### src/plc_pkg.sv
package plc_pkg;

  localparam int CAPACITY = 32;
  localparam int IDX_W    = $clog2(CAPACITY);
  localparam int OCC_W    = $clog2(CAPACITY + 1);
  localparam int CMP_W    = (OCC_W > 6) ? OCC_W : 6;

  // operation kinds on the input channel
  localparam logic [2:0] K_INS_FRONT = 3'd0;
  localparam logic [2:0] K_INS_END   = 3'd1;
  localparam logic [2:0] K_INS_POS   = 3'd2;
  localparam logic [2:0] K_DEL_FRONT = 3'd3;
  localparam logic [2:0] K_DEL_END   = 3'd4;
  localparam logic [2:0] K_DEL_POS   = 3'd5;
  localparam logic [2:0] K_READ      = 3'd6;
  localparam logic [2:0] K_DUMP      = 3'd7;

  // result status
  localparam logic [1:0] ST_OK     = 2'd0;
  localparam logic [1:0] ST_EMPTY  = 2'd1;
  localparam logic [1:0] ST_BADPOS = 2'd2;
  localparam logic [1:0] ST_FULL   = 2'd3;

  // decoded operation class
  localparam logic [1:0] CLS_INS  = 2'd0;
  localparam logic [1:0] CLS_DEL  = 2'd1;
  localparam logic [1:0] CLS_READ = 2'd2;
  localparam logic [1:0] CLS_DUMP = 2'd3;

  // where in the list the operation acts
  localparam logic [1:0] WH_FRONT = 2'd0;
  localparam logic [1:0] WH_END   = 2'd1;
  localparam logic [1:0] WH_POS   = 2'd2;

  typedef struct packed {
    logic [2:0]         kind;
    logic [5:0]         position;
    logic signed [31:0] value;
  } in_item_t;

  typedef struct packed {
    logic [1:0]         status;
    logic signed [31:0] data_out;
    logic [4:0]         index_out;
    logic [5:0]         entries;
    logic               last;
  } out_item_t;

  typedef struct packed {
    logic [1:0]         cls;
    logic [1:0]         where;
    logic [5:0]         position;
    logic signed [31:0] value;
  } op_t;

endpackage

### src/plc_front.sv
module plc_front (
  input  logic              clk,
  input  logic              rst_n,
  input  logic              in_valid,
  output logic              in_ready,
  input  plc_pkg::in_item_t in_item,
  output logic              q_valid,
  input  logic              q_pop,
  output plc_pkg::op_t      q_op
);
  import plc_pkg::*;

  op_t        dec;
  op_t        q_r [2];
  logic       wr_ptr_r, wr_ptr_nxt;
  logic       rd_ptr_r, rd_ptr_nxt;
  logic [1:0] cnt_r, cnt_nxt;
  logic       push;

  // classify the kind into class and place
  always_comb begin
    dec.position = in_item.position;
    dec.value    = in_item.value;
    dec.cls      = CLS_INS;
    dec.where    = WH_FRONT;
    case (in_item.kind)
      K_INS_FRONT: begin dec.cls = CLS_INS;  dec.where = WH_FRONT; end
      K_INS_END:   begin dec.cls = CLS_INS;  dec.where = WH_END;   end
      K_INS_POS:   begin dec.cls = CLS_INS;  dec.where = WH_POS;   end
      K_DEL_FRONT: begin dec.cls = CLS_DEL;  dec.where = WH_FRONT; end
      K_DEL_END:   begin dec.cls = CLS_DEL;  dec.where = WH_END;   end
      K_DEL_POS:   begin dec.cls = CLS_DEL;  dec.where = WH_POS;   end
      K_READ:      begin dec.cls = CLS_READ; dec.where = WH_POS;   end
      K_DUMP:      begin dec.cls = CLS_DUMP; dec.where = WH_FRONT; end
      default:     begin dec.cls = CLS_INS;  dec.where = WH_FRONT; end
    endcase
  end

  assign in_ready = (cnt_r != 2'd2);
  assign push     = in_valid && in_ready;
  assign q_valid  = (cnt_r != 2'd0);
  assign q_op     = q_r[rd_ptr_r];

  always_comb begin
    wr_ptr_nxt = push  ? ~wr_ptr_r : wr_ptr_r;
    rd_ptr_nxt = q_pop ? ~rd_ptr_r : rd_ptr_r;
    cnt_nxt    = cnt_r + {1'b0, push} - {1'b0, q_pop};
  end

  always_ff @(posedge clk) begin
    if (!rst_n) begin
      wr_ptr_r <= 1'b0;
      rd_ptr_r <= 1'b0;
      cnt_r    <= 2'd0;
    end else begin
      wr_ptr_r <= wr_ptr_nxt;
      rd_ptr_r <= rd_ptr_nxt;
      cnt_r    <= cnt_nxt;
    end
  end

  always_ff @(posedge clk) begin
    if (push) q_r[wr_ptr_r] <= dec;
  end

  a_no_pop_empty: assert property (@(posedge clk) disable iff (!rst_n)
    q_pop |-> q_valid) else $error("queue popped while empty");
  a_cnt_range: assert property (@(posedge clk) disable iff (!rst_n)
    cnt_r != 2'd3) else $error("queue count out of range");
  a_full_holds: assert property (@(posedge clk) disable iff (!rst_n)
    (cnt_r == 2'd2 && !q_pop) |=> (cnt_r == 2'd2))
    else $error("full queue lost an entry");

endmodule

### src/plc_back.sv
module plc_back (
  input  logic               clk,
  input  logic               rst_n,
  input  logic               q_valid,
  output logic               q_pop,
  input  plc_pkg::op_t       q_op,
  output logic               out_valid,
  input  logic               out_ready,
  output plc_pkg::out_item_t out_item
);
  import plc_pkg::*;

  logic [31:0]      slots_r [CAPACITY];
  logic [31:0]      slots_nxt [CAPACITY];
  logic [OCC_W-1:0] occ_r, occ_nxt;
  logic             dumping_r, dumping_nxt;
  logic [IDX_W-1:0] cnt_r, cnt_nxt;
  logic             out_valid_r, out_valid_nxt;
  out_item_t        out_r, out_nxt;

  logic [OCC_W-1:0] target;
  logic [IDX_W-1:0] rd_idx;
  logic [31:0]      rd_val;
  logic [CMP_W-1:0] occ_x, pos_x, tgt_x, cnt_x, occn_x;
  logic [1:0]       status;
  logic             can_emit, dump_last, ok;

  assign occ_x = CMP_W'(occ_r);
  assign pos_x = CMP_W'(q_op.position);
  assign tgt_x = CMP_W'(target);
  assign cnt_x = CMP_W'(cnt_r);

  always_comb begin
    case (q_op.where)
      WH_FRONT: target = '0;
      WH_END:   target = (q_op.cls == CLS_INS) ? occ_r : occ_r - OCC_W'(1);
      WH_POS:   target = OCC_W'(q_op.position);
      default:  target = '0;
    endcase
  end

  // one read port, shared by dump walk and delete/read
  assign rd_idx = dumping_r ? cnt_r : target[IDX_W-1:0];
  assign rd_val = slots_r[rd_idx];
  assign dump_last = (cnt_x + CMP_W'(1) == occ_x);

  always_comb begin
    case (q_op.cls)
      CLS_INS: begin
        if (q_op.where == WH_POS && pos_x > occ_x) status = ST_BADPOS;
        else if (occ_x >= CMP_W'(CAPACITY))        status = ST_FULL;
        else                                       status = ST_OK;
      end
      CLS_DEL, CLS_READ: begin
        if (occ_r == '0)                                 status = ST_EMPTY;
        else if (q_op.where == WH_POS && pos_x >= occ_x) status = ST_BADPOS;
        else                                             status = ST_OK;
      end
      CLS_DUMP: status = (occ_r == '0) ? ST_EMPTY : ST_OK;
      default:  status = ST_OK;
    endcase
  end
  assign ok = (status == ST_OK);

  assign can_emit = !out_valid_r || out_ready;

  always_comb begin
    occ_nxt       = occ_r;
    occn_x        = CMP_W'(occ_r);
    dumping_nxt   = dumping_r;
    cnt_nxt       = cnt_r;
    out_nxt       = out_r;
    out_valid_nxt = out_valid_r && !out_ready;
    q_pop         = 1'b0;
    for (int i = 0; i < CAPACITY; i++) slots_nxt[i] = slots_r[i];

    if (can_emit) begin
      if (dumping_r) begin
        out_nxt.status    = ST_OK;
        out_nxt.data_out  = rd_val;
        out_nxt.index_out = cnt_x[4:0];
        out_nxt.entries   = occ_x[5:0];
        out_nxt.last      = dump_last;
        out_valid_nxt     = 1'b1;
        cnt_nxt           = cnt_r + IDX_W'(1);
        if (dump_last) dumping_nxt = 1'b0;
      end else if (q_valid) begin
        q_pop = 1'b1;
        if (q_op.cls == CLS_DUMP && ok) begin
          dumping_nxt = 1'b1;
          cnt_nxt     = '0;
        end else begin
          if (ok && q_op.cls == CLS_INS) begin
            occ_nxt = occ_r + OCC_W'(1);
            for (int i = 0; i < CAPACITY; i++) begin
              if (OCC_W'(i) == target)    slots_nxt[i] = q_op.value;
              else if (OCC_W'(i) > target) slots_nxt[i] = slots_r[(i == 0) ? 0 : i - 1];
            end
          end else if (ok && q_op.cls == CLS_DEL) begin
            occ_nxt = occ_r - OCC_W'(1);
            for (int i = 0; i < CAPACITY - 1; i++) begin
              if (OCC_W'(i) >= target) slots_nxt[i] = slots_r[i + 1];
            end
          end
          occn_x            = CMP_W'(occ_nxt);
          out_nxt.status    = status;
          out_nxt.data_out  = (ok && (q_op.cls == CLS_DEL || q_op.cls == CLS_READ))
                              ? rd_val : '0;
          out_nxt.index_out = (ok && (q_op.cls == CLS_DEL || q_op.cls == CLS_READ))
                              ? tgt_x[4:0] : 5'd0;
          out_nxt.entries   = occn_x[5:0];
          out_nxt.last      = 1'b1;
          out_valid_nxt     = 1'b1;
        end
      end
    end
  end

  always_ff @(posedge clk) begin
    if (!rst_n) begin
      occ_r       <= '0;
      dumping_r   <= 1'b0;
      cnt_r       <= '0;
      out_valid_r <= 1'b0;
    end else begin
      occ_r       <= occ_nxt;
      dumping_r   <= dumping_nxt;
      cnt_r       <= cnt_nxt;
      out_valid_r <= out_valid_nxt;
    end
  end

  always_ff @(posedge clk) begin
    out_r <= out_nxt;
    for (int i = 0; i < CAPACITY; i++) slots_r[i] <= slots_nxt[i];
  end

  assign out_valid = out_valid_r;
  assign out_item  = out_r;

  a_occ_cap: assert property (@(posedge clk) disable iff (!rst_n)
    occ_x <= CMP_W'(CAPACITY)) else $error("occupancy above capacity");
  a_dump_range: assert property (@(posedge clk) disable iff (!rst_n)
    dumping_r |-> (cnt_x < occ_x)) else $error("dump index past end");
  a_no_pop_dump: assert property (@(posedge clk) disable iff (!rst_n)
    dumping_r |-> !q_pop) else $error("item taken during dump");
  a_occ_still_dump: assert property (@(posedge clk) disable iff (!rst_n)
    dumping_r |=> $stable(occ_r)) else $error("list changed during dump");
  a_hold_result: assert property (@(posedge clk) disable iff (!rst_n)
    (out_valid_r && !out_ready) |=> (out_valid_r && $stable(out_r)))
    else $error("stalled result dropped or changed");

endmodule

### src/positional_circular_list.sv
// Ordered list of up to CAPACITY (32) signed 32-bit values, front at index 0.
// Each input transfer is one operation: insert at front, end or position;
// delete at front, end or position (the removed value comes back); read at a
// position; or dump, which gives one result transfer per stored entry, front
// first, with last set on the final one (an empty list dumps a single result
// with status "empty"). Every other operation gives exactly one result, last
// set. Errors leave the list unchanged and return zero data and index.
// Timing: a two-entry queue takes input transfers while the executing side
// works; insert, delete and read never hold the executing side, so one
// operation per cycle is sustained while results are taken. A dump starts
// the walk, then reads one entry per result through the single slot read
// port and takes no new operation until the walk ends. All slots shift in
// parallel, so position has no effect on latency. There is no start-up pass.
module positional_circular_list (
  input  logic               clk,
  input  logic               rst_n,
  input  logic               in_valid,
  output logic               in_ready,
  input  plc_pkg::in_item_t  in_item,
  output logic               out_valid,
  input  logic               out_ready,
  output plc_pkg::out_item_t out_item
);
  import plc_pkg::*;

  // decoded operations between the accepting front and the executing back
  logic q_valid;
  logic q_pop;
  op_t  q_op;

  // front: classify the kind, buffer up to two operations
  plc_front u_front (
    .clk      (clk),
    .rst_n    (rst_n),
    .in_valid (in_valid),
    .in_ready (in_ready),
    .in_item  (in_item),
    .q_valid  (q_valid),
    .q_pop    (q_pop),
    .q_op     (q_op)
  );

  // back: slot array, occupancy, dump walker and registered result stage
  plc_back u_back (
    .clk       (clk),
    .rst_n     (rst_n),
    .q_valid   (q_valid),
    .q_pop     (q_pop),
    .q_op      (q_op),
    .out_valid (out_valid),
    .out_ready (out_ready),
    .out_item  (out_item)
  );

endmodule
### config.mk
export PLATFORM = sky130hd
export DESIGN_NAME = positional_circular_list
export DESIGN_NICKNAME = d
export VERILOG_FILES = /design/src/plc_pkg.sv /design/src/plc_front.sv /design/src/plc_back.sv /design/src/positional_circular_list.sv
export SDC_FILE = /design/constraint.sdc
export NUM_CORES = 2
export LEC_CHECK = 0
export BUFFER_PORTS_ARGS = -buffer_cell sky130_fd_sc_hd__buf_2
export CORE_MARGIN = 1.5
export CORE_UTILIZATION = 50
export CTS_CLUSTER_SIZE = 14
export DETAILED_ROUTE_END_ITERATION = 6
export PLACE_DENSITY_LB_ADDON = 0.12
export SETUP_SLACK_MARGIN = 0.3
export SLEW_MARGIN = 0
export SYNTH_ARGS = -nofsm -noshare
export SYNTH_HDL_FRONTEND = slang
export SYNTH_SLANG_ARGS = --single-unit
### constraint.sdc
create_clock -name clk -period 8.9 [get_ports clk]
set_input_delay 0.445 -clock clk [delete_from_list [all_inputs] [get_ports clk]]
set_output_delay 0.445 -clock clk [all_outputs]
set_load 0.01 [all_outputs]
==> summary.md <==
• run status: complete, but fails checks
• violated checks: design-rule violations, max-slew violations
• std cell rows: 132
• largest stage delay on the critical path: 1210 ps
• list of cells traversed by the critical path: buf_4 > mux2i_1 > ha_1 > xor2_1 > o221a_4 > buf_4 > nand2_1 > nand3_1 > a21oi_1 > a221oi_1 > a31oi_1 > a211oi_1
• data arrival time of the worst path: 6820 ps
• grt ovf: 0
• library cell occupying the most area in the post-synthesis netlist: sky130_fd_sc_hd__edfxtp_1
• post-detailed-placement cell area: 0.0671 sq mm
• number of resized instances in the post-cts repair step: 0
• pre-CTS setup slack: 3020 ps
• global-route wire length before repair: 368000 um
• Max Root-Sink Buffers: 3
• number of vias in the routed layout: 59.0k
• summed area of non-filler cells in the final layout: 0.0718 sq mm
• simple logic cell fraction of the synthesized area: 23.0%
• fraction of the mapped netlist area in adder cells: 0.384%
• skew final: 34.0 ps
• Sequential cell area: 0.0350 sq mm
• net count of the mapped netlist: 7034
• Max-cap violations: 0
• Synth async-reset ratio: 0%
• number of vias per cell after detailed routing: 6.87
• total length of routed wires: 253000 um
• ratio of cells with drive above 1 in the final layout: 9.34%
• proportion of netlist area held by the largest area contributor: 53.2%
• final worst-path cycle share: 69.9%
• DRC errors left: 1
• Final setup viols: 0
• Hold/Removal Path Class: in -> reg
• ys flop type: sky130_fd_sc_hd__edfxtp_1
• number of buffers inserted to repair setup after CTS: 0
• maximum vdd ir drop: 0.350 mV
• nature of the critical path endpoint: flip-flop
• final design utilization: 55.4%
• Fill cells: 11.4k
• PwrDens: 441 mW/mm^2
• clock latency on the worst-skew pair: 800 ps
• Slowest cell on crit path: sky130_fd_sc_hd__a221oi_1
• sum of buffers and inverters on the critical path: 2
• Slew @ Worst Pin: 1560 ps
• Clock Sink Count: 1172
• signed area change from the synthesized netlist to the final layout: 10.1%
• number of nets in the layout: 6791
• standby leakage power: 24.9 nW
• Worst setup SP type: flip-flop
• Syn Area/Cell: 9.35 sq um
• First DRT Iteration DRCs: 10.6k
• total I/O pin count: 93
• Final min period: 6220 ps
• netlist area before placement: 0.0652 sq mm
• unrepaired setup endpoints after global routing: no
• CP Data Required Time: 9500 ps
• Final Max Tran Viols: 1
• Mapped Cells: 6969
• library cells used by synthesis: 91
• maximum level of the CTS H-tree: 4
• die height: 364 um
• Most common cell on crit path: sky130_fd_sc_hd__buf_4
• Critical Setup Path Class: reg -> reg
• area of the die: 0.133 sq mm
• initial antenna violation count: 12
• effective utilization at floorplan: 50.3%
• multi-input gate area in the final layout: 0.0278 sq mm
• die span in x: 364 um
• CTS tree: done
• antenna-violating nets left: 0
• Hold Violations, Final: 0
• final setup margin: 2680 ps
• number of clock buffers inserted by TritonCTS: 137
• Post-Synth XOR/XNOR Area: 0.282%
• internal reg-to-reg setup slack: 2680 ps
• DPL Wire Length: 148000 um
• multiplexer share of the synthesized area: 1.64%
• routability congestion estimate from global placement: 0.908
• area fraction in compound gates after synthesis: 16.4%
• setup total negative slack: 0 ps
• Post-synth EDFFs: 1154
• input/output buffers: 92
• combinational family with the most area after synthesis: simple AND/OR/NAND/NOR gates
• Overall Global Routing Usage: 37.5%
• root buf cell: sky130_fd_sc_hd__clkbuf_16
• Core Region: 0.129 sq mm
• Routed wire per std cell: 29.5 um
• cell types occupying the most area after synthesis: sky130_fd_sc_hd__edfxtp_1, sky130_fd_sc_hd__nand2_1, sky130_fd_sc_hd__o211ai_1
• worst rel slew slack: -4.19%
• via count of the first global-routing pass: 53.0k
• post-synthesis sequential element count: 1172
• proportion of synthesized chip area in sequential cells: 53.7%
• gate family responsible for the most delay along the worst path: compound AO/OA/AOI/OAI gates
• maximum number of pins on one net before global-route repair: 220
• number of iterations in the first detailed-routing pass: 7
• maximum fanout along the worst path: 41
• highest clock frequency the design can meet: 161 MHz
• clk slew on worst S/H paths: 60 ps
• warnings from Yosys: 0
## layer usage
layer | vias to the layer above | wire length [um] | share of wire (%) | track usage, %
met5 | - | 135 | 0.053 | 0
met4 | 20 | 11100 | 4.4 | 15.9
met3 | 601 | 37100 | 15 | 11.6
met2 | 4544 | 106000 | 42 | 53.1
met1 | 28400 | 98500 | 39 | 53.0
li1 | 25300 | - | - | -
## synth_stat cells, types with 21 or more instances
cell and number:
sky130_fd_sc_hd__nor4_1 32, sky130_fd_sc_hd__o21ai_0 147, sky130_fd_sc_hd__a211o_1 23, sky130_fd_sc_hd__a21oi_1 136, sky130_fd_sc_hd__nand3_1 997, sky130_fd_sc_hd__buf_1 54
sky130_fd_sc_hd__a311oi_1 30, sky130_fd_sc_hd__inv_1 21, sky130_fd_sc_hd__o21ai_1 81, sky130_fd_sc_hd__nor2_1 274, sky130_fd_sc_hd__buf_2 145, sky130_fd_sc_hd__a31oi_1 62
sky130_fd_sc_hd__edfxtp_1 1154, sky130_fd_sc_hd__a221o_1 129, sky130_fd_sc_hd__o211ai_1 711, sky130_fd_sc_hd__mux2i_1 96, sky130_fd_sc_hd__and3_1 79, sky130_fd_sc_hd__clkbuf_1 491
sky130_fd_sc_hd__nand2_1 1905, sky130_fd_sc_hd__nand4_1 33, sky130_fd_sc_hd__nand2b_1 38
## logic make-up (layout without fill, tap and decap cells)
| family | count (synthesis) | count (layout) |
|---|---|---|
| XOR/XNOR | 21 | 21 |
| multiplexers | 105 | 105 |
| other | 0 | 4 |
| AND/OR/NAND/NOR | 3444 | 3444 |
| AO/OA/AOI/OAI | 1475 | 1475 |
| buffers and inverters | 732 | 597 |
| adder cells (fa/ha/maj) | 20 | 20 |
| flip-flops | 1172 | 1172 |
## worst paths after layout
path	from	to	depth (start not counted)
hold / removal	out_ready	u_back.out_valid$_SDFF_PN0_	3
setup / recovery	flip-flop	u_back.out_item[33]$_DFFE_PP_	12
setup reg to reg	flip-flop	u_back.out_item[33]$_DFFE_PP_	12
hold reg to reg	u_back.slots_r[31][30]$_DFFE_PP_	u_back.slots_r[30][30]$_DFFE_PP_	2
## power by group
part | total (W) | switching [W] | internal (W) | leakage (nW)
Clock | 0.00550 | 0.00238 | 0.00313 | 2.08
Combinational | 0.0155 | 0.0111 | 0.00438 | 12.1
Sequential | 0.0106 | 0.00142 | 0.00922 | 10.7
## flip-flops by register name, indices dropped and copies added, names as in the netlist, named ones only
name and count:
u_back.slots_r 1024, u_front.q_r 84, u_back.out_item 46, u_back.occ_r 6
u_back.cnt_r 5, u_front.cnt_r 2, u_back.dumping_r 1, u_back.out_valid 1
u_front.rd_ptr_r 1, u_front.wr_ptr_r 1
## tightest hold or removal path: cells and delay by family
kind / cells / cell delay [ps]
buffers and inverters: 1 / 100
AOI/OAI and AO/OA: 1 / 130
and+or+nand+nor: 1 / 110
## area by class of cell
class,instances,share of cell area [%]
clock inverter,63,0.662
sequential,1172,48.8
tap,1742,3.04
antenna,4,0.0139
clock buffer,184,5.27
inverter,22,0.115
timing repair buffer,328,3.44
multi-input combinational,5065,38.7
## placed cells by master, fill, tap and decap left out, types with 59 or more instances in the layout
cell	synthesis	layout
sky130_fd_sc_hd__a21oi_1	136	118
sky130_fd_sc_hd__a221o_1	129	129
sky130_fd_sc_hd__a31oi_1	62	59
sky130_fd_sc_hd__and3_1	79	76
sky130_fd_sc_hd__buf_2	145	92
sky130_fd_sc_hd__buf_4	14	186
sky130_fd_sc_hd__clkbuf_16	0	143
sky130_fd_sc_hd__edfxtp_1	1154	1154
sky130_fd_sc_hd__mux2i_1	96	74
sky130_fd_sc_hd__nand2_1	1905	1886
sky130_fd_sc_hd__nand3_1	997	994
sky130_fd_sc_hd__nor2_1	274	265
sky130_fd_sc_hd__o211ai_1	711	711
sky130_fd_sc_hd__o21ai_0	147	145
sky130_fd_sc_hd__o21ai_1	81	80
## stage by stage
stage | hold slack, ps | instances | total power, W
2_1_floorplan | 500 | 6969 | 0.0197
5_1_grt | 55.2 | 8576 | 0.0328
4_1_cts | 13.0 | 8576 | 0.0310
3_3_place_gp | 555 | 8290 | 0.0253
3_5_place_dp | 555 | 8290 | 0.0255
6_report | 45.5 | 8580 | 0.0316
## what timing repair did
item                                   4_1_cts  5_1_grt
setup endpoints to repair                    0        0
endpoints found under the hold margin       77        0
hold buffers                                39        0
Power figures use the tool's default switching activity.
